`config.mk`:
```
export PLATFORM = sky130hd
export DESIGN_NAME = quadratic_root_solver_core
export DESIGN_NICKNAME = d
export VERILOG_FILES = /design/src/design/qrs_pkg.sv /design/src/design/quadratic_root_solver_core.sv /design/src/design/qrs_fifo.sv /design/src/design/qrs_front.sv /design/src/design/qrs_back.sv
export SDC_FILE = /design/constraint.sdc
export NUM_CORES = 2
export LEC_CHECK = 0
export ABC_AREA = 1
export BUFFER_PORTS_ARGS = -buffer_cell sky130_fd_sc_hd__clkbuf_2
export CORE_MARGIN = 3
export CORE_UTILIZATION = 60
export DETAILED_ROUTE_END_ITERATION = 7
export MAX_ROUTING_LAYER = met4
export PLACE_DENSITY = 0.77
export SYNTH_ARGS = -nofsm -noshare
export SYNTH_HDL_FRONTEND = slang
export SYNTH_HIERARCHICAL = 1
export SYNTH_SLANG_ARGS = --single-unit
```
`constraint.sdc`:
```
create_clock -name clock -period 16.6 [get_ports clock]
set_input_delay 0.83 -clock clock [delete_from_list [all_inputs] [get_ports clock]]
set_output_delay 0.83 -clock clock [all_outputs]
set_load 0.02 [all_outputs]
```
`src/design/qrs_pkg.sv`:
```
// qrs_pkg: shared types and constants for the quadratic root solver
// no dependencies; imported by every module of the block but qrs_fifo
`default_nettype none

package qrs_pkg;

   localparam int COEF_BITS     = 16;
   localparam int OUT_BITS      = 48;
   localparam int FRAC_BITS_DEF = 16;
   localparam int QUEUE_DEPTH   = 2;

   typedef struct packed {
      logic                        func;
      logic signed [COEF_BITS-1:0] coef_a;
      logic signed [COEF_BITS-1:0] coef_b;
      logic signed [COEF_BITS-1:0] coef_c;
   } qrs_req_type;

   typedef struct packed {
      logic signed [OUT_BITS-1:0] root_real;
      logic signed [OUT_BITS-1:0] root_imag;
      logic                       status;
      logic                       last;
   } qrs_rsp_type;

   // class of a queued item
   typedef enum logic [1:0] {
      KIND_ERR  = 2'd0,
      KIND_LIN  = 2'd1,
      KIND_QUAD = 2'd2
   } qrs_kind_type;

endpackage

`default_nettype wire

```
`src/design/quadratic_root_solver_core.sv`:
```
// Quadratic and linear root solver. Each request beat carries a mode and three
// signed 16-bit coefficients; the block returns one response beat (linear mode, or
// a zero leading coefficient flagged in status) or two beats (quadratic mode, last
// on the second) holding real and imaginary parts in signed fixed point with
// FRAC_BITS fraction bits, truncated toward zero and saturated to 48 bits. The front
// end takes a request every cycle while its two-entry queue has room; the back end
// takes one item at a time: an error item goes straight out, a linear item takes one
// NW-bit division and a quadratic item an SW-bit square root and two NW-bit divisions
// (SW = FRAC_BITS+17, NW = FRAC_BITS+18; Q32.16 out by default), one bit per cycle.
// depends on qrs_pkg, qrs_front, qrs_fifo, qrs_back
`default_nettype none

module quadratic_root_solver_core #(
   parameter int FRAC_BITS = qrs_pkg::FRAC_BITS_DEF
) (
   input  wire logic                 clock,
   input  wire logic                 reset,
   input  wire logic                 req_valid,
   output logic                      req_ready,
   input  wire qrs_pkg::qrs_req_type req_data,
   output logic                      rsp_valid,
   input  wire logic                 rsp_ready,
   output qrs_pkg::qrs_rsp_type      rsp_data
);
   import qrs_pkg::*;

   localparam int EW = 2 + 1 + (COEF_BITS + FRAC_BITS + 1) + (2 * COEF_BITS + 1)
                       + (COEF_BITS + 1) + 1;

   logic          q_push, q_full, q_pop, q_empty;
   logic [EW-1:0] q_wdata, q_rdata;

   qrs_front #(.FRAC_BITS(FRAC_BITS)) u_front (
      .clock     (clock),
      .reset     (reset),
      .req_valid (req_valid),
      .req_ready (req_ready),
      .req_data  (req_data),
      .q_push    (q_push),
      .q_data    (q_wdata),
      .q_full    (q_full)
   );

   qrs_fifo #(.WIDTH(EW), .DEPTH(QUEUE_DEPTH)) u_fifo (
      .clock     (clock),
      .reset     (reset),
      .push      (q_push),
      .push_data (q_wdata),
      .full      (q_full),
      .pop       (q_pop),
      .pop_data  (q_rdata),
      .empty     (q_empty)
   );

   qrs_back #(.FRAC_BITS(FRAC_BITS)) u_back (
      .clock     (clock),
      .reset     (reset),
      .q_data    (q_rdata),
      .q_empty   (q_empty),
      .q_pop     (q_pop),
      .rsp_valid (rsp_valid),
      .rsp_ready (rsp_ready),
      .rsp_data  (rsp_data)
   );

endmodule

`default_nettype wire

```
`src/design/qrs_fifo.sv`:
```
// qrs_fifo: small register queue between the front and back ends
// depends on nothing but its parameters
`default_nettype none

module qrs_fifo #(
   parameter int WIDTH = 8,
   parameter int DEPTH = 2
) (
   input  wire logic             clock,
   input  wire logic             reset,
   input  wire logic             push,
   input  wire logic [WIDTH-1:0] push_data,
   output logic                  full,
   input  wire logic             pop,
   output logic [WIDTH-1:0]      pop_data,
   output logic                  empty
);
   localparam int PW = (DEPTH > 1) ? $clog2(DEPTH) : 1;
   localparam int CNTW = $clog2(DEPTH + 1);

   logic [WIDTH-1:0] mem_ff [DEPTH];
   logic [PW-1:0]    wptr_ff, rptr_ff;
   logic [CNTW-1:0]  count_ff;

   assign full     = (count_ff == CNTW'(DEPTH));
   assign empty    = (count_ff == '0);
   assign pop_data = mem_ff[rptr_ff];

   always_ff @(posedge clock) begin
      if (reset) begin
         wptr_ff  <= '0;
         rptr_ff  <= '0;
         count_ff <= '0;
      end else begin
         if (push && !full) begin
            wptr_ff <= (wptr_ff == PW'(DEPTH - 1)) ? '0 : wptr_ff + 1'b1;
         end
         if (pop && !empty) begin
            rptr_ff <= (rptr_ff == PW'(DEPTH - 1)) ? '0 : rptr_ff + 1'b1;
         end
         count_ff <= count_ff + CNTW'(push && !full) - CNTW'(pop && !empty);
      end
   end

   always_ff @(posedge clock) begin
      if (push && !full) begin
         mem_ff[wptr_ff] <= push_data;
      end
   end

   a_count_bound: assert property (@(posedge clock) disable iff (reset)
      count_ff <= CNTW'(DEPTH))
      else $error("queue count above depth");

endmodule

`default_nettype wire

```
`src/design/qrs_front.sv`:
```
// qrs_front: accepts coefficient beats, forms products, discriminant and divisor
// depends on qrs_pkg; feeds qrs_fifo
`default_nettype none

module qrs_front #(
   parameter int FRAC_BITS = qrs_pkg::FRAC_BITS_DEF
) (
   input  wire logic                 clock,
   input  wire logic                 reset,
   input  wire logic                 req_valid,
   output logic                      req_ready,
   input  wire qrs_pkg::qrs_req_type req_data,
   output logic                      q_push,
   output logic [2+1+(qrs_pkg::COEF_BITS+FRAC_BITS+1)+(2*qrs_pkg::COEF_BITS+1)
                 +(qrs_pkg::COEF_BITS+1)+1-1:0] q_data,
   input  wire logic                 q_full
);
   import qrs_pkg::*;

   localparam int CB  = COEF_BITS;
   localparam int NBW = CB + FRAC_BITS + 1;
   localparam int DW  = 2 * CB + 1;
   localparam int DVW = CB + 1;

   typedef struct packed {
      qrs_kind_type          kind;
      logic                  neg;
      logic signed [NBW-1:0] nb;
      logic [DW-1:0]         dmag;
      logic [DVW-1:0]        den_mag;
      logic                  den_neg;
   } entry_type;

   function automatic logic [CB-1:0] abs_u(input logic signed [CB-1:0] v);
      abs_u = v[CB-1] ? CB'(-v) : CB'(v);
   endfunction

   logic                 s1_valid_ff;
   logic                 s1_func_ff;
   logic signed [CB-1:0] s1_a_ff, s1_b_ff, s1_c_ff;
   logic [2*CB-1:0]      s1_bb_ff, s1_ac_ff;

   logic [2*CB+1:0] bbx, fac, sum, diff_pos, diff_neg;
   logic            fac_adds, bb_ge;
   logic [CB-1:0]   a_mag;
   entry_type       ent;

   assign req_ready = !s1_valid_ff || !q_full;
   assign q_push    = s1_valid_ff && !q_full;

   always_ff @(posedge clock) begin
      if (reset) begin
         s1_valid_ff <= 1'b0;
      end else if (req_ready) begin
         s1_valid_ff <= req_valid;
      end
   end

   // one multiplier each for b*b and a*c, registered
   always_ff @(posedge clock) begin
      if (req_ready && req_valid) begin
         s1_func_ff <= req_data.func;
         s1_a_ff    <= req_data.coef_a;
         s1_b_ff    <= req_data.coef_b;
         s1_c_ff    <= req_data.coef_c;
         s1_bb_ff   <= abs_u(req_data.coef_b) * abs_u(req_data.coef_b);
         s1_ac_ff   <= abs_u(req_data.coef_a) * abs_u(req_data.coef_c);
      end
   end

   always_comb begin
      bbx      = {2'b00, s1_bb_ff};
      fac      = {s1_ac_ff, 2'b00};
      sum      = bbx + fac;
      diff_pos = bbx - fac;
      diff_neg = fac - bbx;
      // a and c of opposite sign: -4ac adds to b*b
      fac_adds = (s1_a_ff[CB-1] != s1_c_ff[CB-1]) && (s1_c_ff != '0);
      bb_ge    = (bbx >= fac);
      a_mag    = abs_u(s1_a_ff);

      if (s1_a_ff == '0) begin
         ent.kind = KIND_ERR;
      end else if (s1_func_ff) begin
         ent.kind = KIND_QUAD;
      end else begin
         ent.kind = KIND_LIN;
      end

      if (fac_adds) begin
         ent.neg  = 1'b0;
         ent.dmag = sum[DW-1:0];
      end else if (bb_ge) begin
         ent.neg  = 1'b0;
         ent.dmag = diff_pos[DW-1:0];
      end else begin
         ent.neg  = 1'b1;
         ent.dmag = diff_neg[DW-1:0];
      end

      ent.nb      = -(NBW'(s1_b_ff) <<< FRAC_BITS);
      ent.den_mag = s1_func_ff ? {a_mag, 1'b0} : {1'b0, a_mag};
      ent.den_neg = s1_a_ff[CB-1];
   end

   assign q_data = ent;

endmodule

`default_nettype wire

```
`src/design/qrs_back.sv`:
```
// qrs_back: square root and division sequencer, result register
// depends on qrs_pkg; drains qrs_fifo
`default_nettype none

module qrs_back #(
   parameter int FRAC_BITS = qrs_pkg::FRAC_BITS_DEF
) (
   input  wire logic                 clock,
   input  wire logic                 reset,
   input  wire logic [2+1+(qrs_pkg::COEF_BITS+FRAC_BITS+1)+(2*qrs_pkg::COEF_BITS+1)
                      +(qrs_pkg::COEF_BITS+1)+1-1:0] q_data,
   input  wire logic                 q_empty,
   output logic                      q_pop,
   output logic                      rsp_valid,
   input  wire logic                 rsp_ready,
   output qrs_pkg::qrs_rsp_type      rsp_data
);
   import qrs_pkg::*;

   localparam int CB   = COEF_BITS;
   localparam int NBW  = CB + FRAC_BITS + 1;
   localparam int DW   = 2 * CB + 1;
   localparam int DVW  = CB + 1;
   localparam int SW   = CB + FRAC_BITS + 1;
   localparam int NW   = CB + FRAC_BITS + 2;
   localparam int NSW  = NW + 1;
   localparam int OW   = OUT_BITS;
   localparam int CW   = (NSW > OW + 1) ? NSW : OW + 1;
   localparam int CNTW = $clog2(NW + 1);

   typedef struct packed {
      qrs_kind_type          kind;
      logic                  neg;
      logic signed [NBW-1:0] nb;
      logic [DW-1:0]         dmag;
      logic [DVW-1:0]        den_mag;
      logic                  den_neg;
   } entry_type;

   typedef enum logic [2:0] {
      ST_IDLE,
      ST_START,
      ST_SQRT,
      ST_DLOAD,
      ST_DIV,
      ST_EMIT0,
      ST_EMIT1
   } state_type;

   function automatic logic signed [OW-1:0] sat(input logic signed [NSW-1:0] v);
      logic signed [CW-1:0] ext;
      ext = CW'(v);
      if (ext > CW'((64'sd1 <<< (OW - 1)) - 1)) begin
         sat = {1'b0, {(OW-1){1'b1}}};
      end else if (ext < -CW'(64'sd1 <<< (OW - 1))) begin
         sat = {1'b1, {(OW-1){1'b0}}};
      end else begin
         sat = ext[OW-1:0];
      end
   endfunction

   state_type             state_ff;
   entry_type             ent_ff;
   logic                  sel_ff;
   logic [2*SW-1:0]       rad_ff;
   logic [SW:0]           srem_ff;
   logic [SW-1:0]         root_ff;
   logic [NW-1:0]         dnum_ff;
   logic [DVW-1:0]        drem_ff;
   logic                  dneg_ff;
   logic signed [NSW-1:0] q0_ff, q1_ff;
   logic [CNTW-1:0]       cnt_ff;
   logic                  out_valid_ff;
   qrs_rsp_type           out_ff;

   logic [SW+2:0]         s_sh, s_trial, s_rem_in;
   logic                  s_ge;
   logic [DVW:0]          d_sh, d_rem_in;
   logic                  d_ge;
   logic [NW-1:0]         q_mag_in;
   logic signed [NSW-1:0] q_in;
   logic signed [NSW-1:0] nb_ext, s_ext, num0, num1, num_sel;
   logic [NW-1:0]         num_mag;
   logic                  out_free;
   logic                  load_out;
   qrs_rsp_type           beat0, beat1;

   assign q_pop     = (state_ff == ST_IDLE) && !q_empty;
   assign out_free  = !out_valid_ff || rsp_ready;
   assign load_out  = ((state_ff == ST_EMIT0) || (state_ff == ST_EMIT1)) && out_free;
   assign rsp_valid = out_valid_ff;
   assign rsp_data  = out_ff;

   always_comb begin
      // restoring square root, one result bit per cycle
      s_sh     = {srem_ff, rad_ff[2*SW-1 -: 2]};
      s_trial  = {1'b0, root_ff, 2'b01};
      s_ge     = (s_sh >= s_trial);
      s_rem_in = s_ge ? (s_sh - s_trial) : s_sh;

      // restoring division on magnitudes, one quotient bit per cycle
      d_sh     = {drem_ff, dnum_ff[NW-1]};
      d_ge     = (d_sh >= {1'b0, ent_ff.den_mag});
      d_rem_in = d_ge ? (d_sh - {1'b0, ent_ff.den_mag}) : d_sh;
      q_mag_in = {dnum_ff[NW-2:0], d_ge};
      q_in     = dneg_ff ? -$signed({1'b0, q_mag_in}) : $signed({1'b0, q_mag_in});

      nb_ext = NSW'(ent_ff.nb);
      s_ext  = $signed({2'b00, root_ff});
      if (ent_ff.kind != KIND_QUAD || ent_ff.neg) begin
         num0 = nb_ext;
      end else begin
         num0 = nb_ext + s_ext;
      end
      num1    = ent_ff.neg ? s_ext : nb_ext - s_ext;
      num_sel = sel_ff ? num1 : num0;
      num_mag = num_sel[NSW-1] ? NW'(-num_sel) : NW'(num_sel);

      beat0.root_real = sat(q0_ff);
      beat0.root_imag = ent_ff.neg ? sat(q1_ff) : '0;
      beat0.status    = 1'b0;
      beat0.last      = 1'b0;

      beat1.status = 1'b0;
      beat1.last   = 1'b1;
      unique case (ent_ff.kind)
         KIND_ERR: begin
            beat1.root_real = '0;
            beat1.root_imag = '0;
            beat1.status    = 1'b1;
         end
         KIND_LIN: begin
            beat1.root_real = sat(q0_ff);
            beat1.root_imag = '0;
         end
         KIND_QUAD: begin
            if (ent_ff.neg) begin
               beat1.root_real = sat(q0_ff);
               beat1.root_imag = sat(-q1_ff);
            end else begin
               beat1.root_real = sat(q1_ff);
               beat1.root_imag = '0;
            end
         end
         default: begin
            beat1.root_real = '0;
            beat1.root_imag = '0;
         end
      endcase
   end

   always_ff @(posedge clock) begin
      if (reset) begin
         state_ff     <= ST_IDLE;
         out_valid_ff <= 1'b0;
      end else begin
         if (out_valid_ff && rsp_ready && !load_out) begin
            out_valid_ff <= 1'b0;
         end
         unique case (state_ff)
            ST_IDLE: begin
               if (!q_empty) begin
                  ent_ff   <= q_data;
                  state_ff <= ST_START;
               end
            end
            ST_START: begin
               sel_ff <= 1'b0;
               unique case (ent_ff.kind)
                  KIND_ERR:  state_ff <= ST_EMIT1;
                  KIND_LIN:  state_ff <= ST_DLOAD;
                  KIND_QUAD: begin
                     rad_ff   <= (2*SW)'(ent_ff.dmag) << (2 * FRAC_BITS);
                     srem_ff  <= '0;
                     root_ff  <= '0;
                     cnt_ff   <= '0;
                     state_ff <= ST_SQRT;
                  end
                  default:   state_ff <= ST_IDLE;
               endcase
            end
            ST_SQRT: begin
               rad_ff  <= rad_ff << 2;
               srem_ff <= s_rem_in[SW:0];
               root_ff <= {root_ff[SW-2:0], s_ge};
               cnt_ff  <= cnt_ff + 1'b1;
               if (cnt_ff == CNTW'(SW - 1)) begin
                  state_ff <= ST_DLOAD;
               end
            end
            ST_DLOAD: begin
               dnum_ff  <= num_mag;
               drem_ff  <= '0;
               dneg_ff  <= num_sel[NSW-1] ^ ent_ff.den_neg;
               cnt_ff   <= '0;
               state_ff <= ST_DIV;
            end
            ST_DIV: begin
               dnum_ff <= q_mag_in;
               drem_ff <= d_rem_in[DVW-1:0];
               cnt_ff  <= cnt_ff + 1'b1;
               if (cnt_ff == CNTW'(NW - 1)) begin
                  if (sel_ff) begin
                     q1_ff    <= q_in;
                     state_ff <= ST_EMIT0;
                  end else begin
                     q0_ff <= q_in;
                     if (ent_ff.kind == KIND_QUAD) begin
                        sel_ff   <= 1'b1;
                        state_ff <= ST_DLOAD;
                     end else begin
                        state_ff <= ST_EMIT1;
                     end
                  end
               end
            end
            ST_EMIT0: begin
               if (out_free) begin
                  out_ff       <= beat0;
                  out_valid_ff <= 1'b1;
                  state_ff     <= ST_EMIT1;
               end
            end
            ST_EMIT1: begin
               if (out_free) begin
                  out_ff       <= beat1;
                  out_valid_ff <= 1'b1;
                  state_ff     <= ST_IDLE;
               end
            end
            default: state_ff <= ST_IDLE;
         endcase
      end
   end

   a_err_beat: assert property (@(posedge clock) disable iff (reset)
      (out_valid_ff && out_ff.status) |->
         (out_ff.last && out_ff.root_real == '0 && out_ff.root_imag == '0))
      else $error("error beat not zeroed or not last");

   a_div_count: assert property (@(posedge clock) disable iff (reset)
      (state_ff == ST_DIV) |-> (cnt_ff < CNTW'(NW)))
      else $error("divider step count out of range");

   a_pair_conj: assert property (@(posedge clock) disable iff (reset)
      (out_valid_ff && rsp_ready && !out_ff.last && out_ff.root_imag != '0) |=>
         (out_valid_ff && out_ff.last && out_ff.root_real == $past(out_ff.root_real)
          && out_ff.root_imag == -$past(out_ff.root_imag)))
      else $error("complex pair not conjugate");

endmodule

`default_nettype wire

```
==> Word-level counts from Yosys, hierarchy flattened <==
Memories as Yosys holds them, arrays and structs flattened. A register that Yosys moved wholly into a read port is not among the register bits.
Cells that the tools add are included.
{ "word_totals": {"regBits": 482, "ram_bits": 174, "out_inout_bits": 100, "word_cells": 182, "n_memories": 1} }
{ "op_classes": {"addsub": 20, "mul": 2, "order_cmp": 9, "n_eq_ne": 19, "n_mux": 61, "n_bitwise": 4, "n_reduce_logical": 40} }
{ "mem_list": {"columns": ["memory", "depth", "width", "rd", "rd_ports_with_merged_regs", "wr", "line", "text"], "rows": [
  ["u_fifo.mem_ff", 2, 87, 1, 1, 1, "qrs_fifo.sv:21", "logic [WIDTH-1:0] mem_ff [DEPTH];"]
]} }
{ "ops": {"columns": ["operator", "count"], "rows": [
  ["48-bit 2-to-1 mux", 7],
  ["98-bit 2-to-1 mux", 2],
  ["98-bit one-hot mux with 2 select lines", 1],
  ["96-bit one-hot mux with 2 select lines", 1],
  ["35-bit by 48-bit greater-than comparator with 1-bit output, second input constant", 3],
  ["35-bit by 48-bit < comparator with 1-bit output, second input constant", 3],
  ["35-bit 2-to-1 mux", 4],
  ["34-bit one-hot mux with 2 select lines", 2],
  ["66-bit one-hot mux with 2 select lines", 1],
  ["34-bit 2-to-1 mux", 3],
  ["33-bit 2-to-1 mux", 3],
  ["96-bit 2-to-1 mux", 1],
  ["66-bit 2-to-1 mux", 1],
  ["33-bit one-hot mux with 2 select lines", 1],
  ["16-bit by 16-bit multiplier with 32-bit output", 2],
  ["16-bit 2-to-1 mux", 4],
  ["16-bit negation", 4],
  ["36-bit by 35-bit >= comparator with 1-bit output", 1],
  ["33-bit by 34-bit adder with 35-bit output", 1],
  ["34-bit negation with 35-bit output", 1],
  ["35-bit negation", 1],
  ["33-bit by 34-bit subtractor with 35-bit output", 1],
  ["32-bit by 34-bit >= comparator with 1-bit output", 1],
  ["17-bit 2-to-1 mux", 2],
  ["46 further kinds", 104]
]} }

==> Longest topological paths before layout <==
{ "depth": {"ltp_word": 8, "ltp_mapped": 34} }

==> Cells and area by module <==
The synthesis kept the hierarchy.
{ "by_module_without_submodules": {"columns": ["mod", "instances", "cells_per_inst", "area_each_um2"], "rows": [
  ["qrs_front", 1, 4062, 29011.6],
  ["qrs_back", 1, 3340, 26545.5],
  ["qrs_fifo", 1, 311, 6653.9]
]} }

==> Worst setup path after synthesis <==
Ideal clock, no wire load.
{ "synth_path": {"path_type": "input to register", "startpoint": "input reset", "endpoint": "register u_back/ent_ff[0] (netlist bit), enable pin", "setup_ns": 0.639, "arrival_time_ns": 7.004, "t_required_ns": 15.961, "slack_ns": 8.957, "cell_stages": 2, "path_buffers": 1, "path_cell_list": "clkbuf_1 nor3_1"} }
{ "synth_via": {"elab_chain_len": 2} }
{ "synth_lines": {"columns": ["item", "line", "text"], "rows": [
  ["start, declared", "quadratic_root_solver_core.sv:17", "input wire logic reset,"],
  ["1-bit inverter (no source line)", null, null],
  ["3-bit AND reduction (no source line)", null, null],
  ["end signal, assigned", "qrs_back.sv:163", "ent_ff <= q_data;"],
  ["end, declared", "qrs_back.sv:63", "entry_type ent_ff;"]
]} }
No other way between the ends.
A chain may end at the register's enable or synchronous reset.

==> Final worst setup path <==
{ "layout_path": {"startpoint": "input req_data[16] (netlist bit)", "endpoint": "register u_front.s1_bb_ff[27] (data pin)"} }
{ "layout_via": {"elab_chain_len": 3} }
{ "layout_lines": {"columns": ["item", "line", "text"], "rows": [
  ["start, declared", "quadratic_root_solver_core.sv:20", "input wire qrs_pkg::qrs_req_type req_data,"],
  ["16-bit negation", "qrs_front.sv:35", "abs_u = v[CB-1] ? CB'(-v) : CB'(v);"],
  ["16-bit 2-to-1 mux (*)", "qrs_front.sv:35", null],
  ["16-bit by 16-bit multiplier with 32-bit output (*)", "qrs_front.sv:66", "s1_bb_ff <= abs_u(req_data.coef_b) * abs_u(req_data.coef_b);"],
  ["end signal, assigned", "qrs_front.sv:66", null],
  ["end, declared", "qrs_front.sv:41", "logic [2*CB-1:0] s1_bb_ff, s1_ac_ff;"]
]} }
Mark *: on every way between the ends. The rest lies on a longest branch, timed or not.

==> results by group <==
Logic synthesis
  – Mapped cell area: 62,210 sq um
  – Count leader, synth: nand2_1
  – FF+latch count, synth: 685
  – Ys Warns: 6
  – Asr flop ratio synth: 0%
  – Yosys top cell area share: 32.58%
  – Mean Syn Cell Area: 8.066 sq um
  – Synth Area in Adders: 20.44%
  – Post-Synth XOR/XNOR Area: 3.218%
  – Post-synth top cells: nand2_1 (1,876), inv_1 (1,360), nor2_1 (733), edfxtp_1 (675), nand3_1 (448)
  – Leading register cell type out of synthesis: edfxtp_1
  – Synth area leaders: edfxtp_1 (33%), fa_1 (12%), nand2_1 (11%), ha_1 (8.6%), inv_1 (8.2%)
  – Post-synthesis sequential area ratio: 32.90%
  – Cells after Synth: 7,713
  – Unique masters post-synth: 74
  – Synth Area in Compound Gates: 7.391%
  – Largest family of logic cells by synthesized area: simple AND/OR/NAND/NOR gates
  – Post-Synth Simple-Gate Area: 23.30%
  – Mux cell area share after synthesis: 1.788%
  – Area leader, netlist: edfxtp_1
  – Post-synth EDFFs: 675

Timing
  – Highest achievable clock rate: 131.4 MHz
  – Period utilisation layout: 45.83%
  – Final min period: 7.609 ns
  – Relative slew slack: 15.37%
  – Worst Slack Setup Final: 8.992 ns
  – Worst-Margin Slew: 1.270 ns
  – Hold Vio Cnt, Final: 0
  – Final setup fails: 0
  – Max Slew Vio Count: 0
  – RSZ-0062 raised after global routing: no
  – Setup TNS Final: 0 ns
  – Clk_skew: 0.04609 ns

Die
  – Core Region: 102,300 sq um
  – Die X: 328 microns
  – I/O pin cnt: 153
  – Full die area: 107,600 sq um
  – Initial Util: 60.80%
  – # rows: 117
  – DIE HEIGHT: 328 microns

Clock tree
  – CTS root buf: clkbuf_16
  – CTS Buffer Depth: 3
  – Clock slew at reported path FFs: 0.06 ns
  – Total CTS buffers: 75
  – H-Tree Depth: 3
  – CTS Sinks: 685
  – Worst-Skew Late Latency: 0.67 ns
  – Post_cts resized: 0
  – TritonCTS clock tree: yes
  – Post-CTS Setup Inserts: 0
  – Hold_buf cts: 0

Placed design
  – Routability congestion estimate: 1.055
  – Post-DP HPWL: 132,200 microns
  – Dpl cell area: 63,610 sq um
  – Buffers on Ports: 152
  – Pre-CTS WS: 8.482 ns
  – Dpl cells: 9,041

Hold path
  – Worst hold-check path type: input pin to register
  – Hold Crit Depth: 1
  – Worst hold start: req_data[48]
  – Hold path endpoint: u_front/s1_func_ff

Route
  – Via count: 51,640
  – DR WL/cell: 18.13 microns
  – Routed vias/inst: 5.623
  – Drt pass-1 iters: 8
  – Drt initial violations: 4,901
  – Remaining DRCs: 0
  – DRT antenna net count: 0
  – Final WL: 166,500 microns

Global routing
  – First-pass GRT wire length: 263,500 microns
  – Grt total ovfl: 0
  – GR Util All Layers: 31.76%
  – Vias in the first global route: 49,960
  – Largest net degree at the start of global routing: 78
  – Antenna violations before repair: 4

Layout
  – Post-route insts no fill: 9,184
  – Nets: 8,599
  – Area grow syn2layout: 6.386%
  – Filler cells: 8,732
  – Layout Utilization: 64.68%
  – Share of cells above drive strength 1: 7.925%
  – Finished layout cell area: 66,180 sq um

Pwr
  – P_leak: 31.67 nW
  – PD cells: 218.3 nW/um^2
  – Maximum vdd ir drop: 293.6 uV

Setup path
  – Worst path depth: 28
  – CP Data Required Time: 16.99 ns
  – R2r setup slk: 11.94 ns
  – Worst Path Arrival: 8.00 ns
  – Worst-path fanout max: 19
  – Startpoint types: input pin
  – Slowest stage delay, CP: 0.54 ns
  – Largest delay share family, worst path: adder cells
  – Slowest-stage cell, CP: fa_1
  – Setup crit end kind: register
  – Most used cell, CP: fa_1
  – Worst Path Buf+Inv: 7
  – FF-to-FF path depth: 22
  – Worst r2r src: u_back/ent_ff[84]
  – R2r endpoint: u_back/dnum_ff[33]
  – Crit path kind: input pin to register

Run
  – Max-cap violations: 0

Run status
  – Status: completed
[layout make-up]
type	count	area [sq um]	share of cell area (%)
tap	1368	1712	2.586
timing repair buffer	177	948.4	1.433
antenna	5	12.51	0.01891
sequential	685	20470	30.93
multi-input combinational	5386	35110	53.05
clock buffer	87	1943	2.936
clock inverter	51	620.6	0.9377
inverter	1425	5363	8.103
[worst reg2reg max path: cells and delay by family, from the launching register on]
family / cells / cell delay [ns]
buf+inv: 3 / 1.57
flops: 1 / 0.32
simple gates: 19 / 2.49
[registers in the layout, summed over array words and instances (netlist names), 30 cells and up, named ones only]
name,cells
u_fifo/mem_ff,174
u_back/ent_ff,87
u_back/rsp_data,73
u_back/q0_ff,35
u_back/q1_ff,35
u_back/dnum_ff,34
u_back/rad_ff,34
u_back/srem_ff,34
u_back/root_ff,33
u_front/s1_ac_ff,32
u_front/s1_bb_ff,30
[metal layers]
layer / vias to the layer above / wire length, microns / track usage, %
li1: 24560 / - / -
met1: 24460 / 67120 / 40.21
met2: 2193 / 79480 / 51.89
met3: 425 / 12910 / 4.677
met4: 0 / 6999 / 12.06
met5: - / 0 / -
[cell families (layout without fill, tap and decap cells)]
| logic type | after synthesis | count (layout) |
|---|---|---|
| adder cells (fa/ha/maj) | 796 | 796 |
| flip-flops | 685 | 685 |
| multiplexers | 89 | 89 |
| XOR/XNOR | 223 | 223 |
| AO/OA/AOI/OAI | 832 | 832 |
| buffers and inverters | 1668 | 1740 |
| AND/OR/NAND/NOR | 3418 | 3418 |
| other | 2 | 33 |
[worst max-delay path by stage]
stage | start | endpoint | slack [ns]
4_1_cts | req_data[16] | u_front/s1_bb_ff[27] | 9.17
5_1_grt | req_data[0] | u_front/s1_ac_ff[28] | 8.68
3_5_place_dp | req_data[16] | u_front/s1_bb_ff[27] | 8.48
3_3_place_gp | req_data[0] | u_front/s1_ac_ff[20] | 8.61
2_1_floorplan | reset | u_back/ent_ff[0] | 8.96
6_report | req_data[16] | u_front/s1_bb_ff[27] | 8.99
[metrics by stage]
step / hold slack [ns] / power (mW)
2_1_floorplan: 0.4675 / 10.10
3_3_place_gp: 0.4753 / 12.43
3_5_place_dp: 0.4916 / 12.57
4_1_cts: 0.3291 / 14.33
5_1_grt: 0.3349 / 15.84
6_report: 0.3698 / 14.45
[cell usage in the layout (no fill, tap or decap), types with 73 or more instances in the layout]
master,instances
nor2_1,728
ha_1,429
a21oi_1,368
nor3_1,100
edfxtp_1,675
clkbuf_2,152
nand4_1,73
inv_1,1358
clkbuf_16,76
xor2_1,156
o21ai_0,287
nand3_1,448
fa_1,367
nand2_1,1875
[power by group]
group | internal, mW | leakage, nW | switching [mW]
clock network | 0.983 | 1.23 | 0.717
logic | 3.28 | 24.1 | 6.60
registers | 2.64 | 6.33 | 0.227
Power figures use the tool's default switching activity.
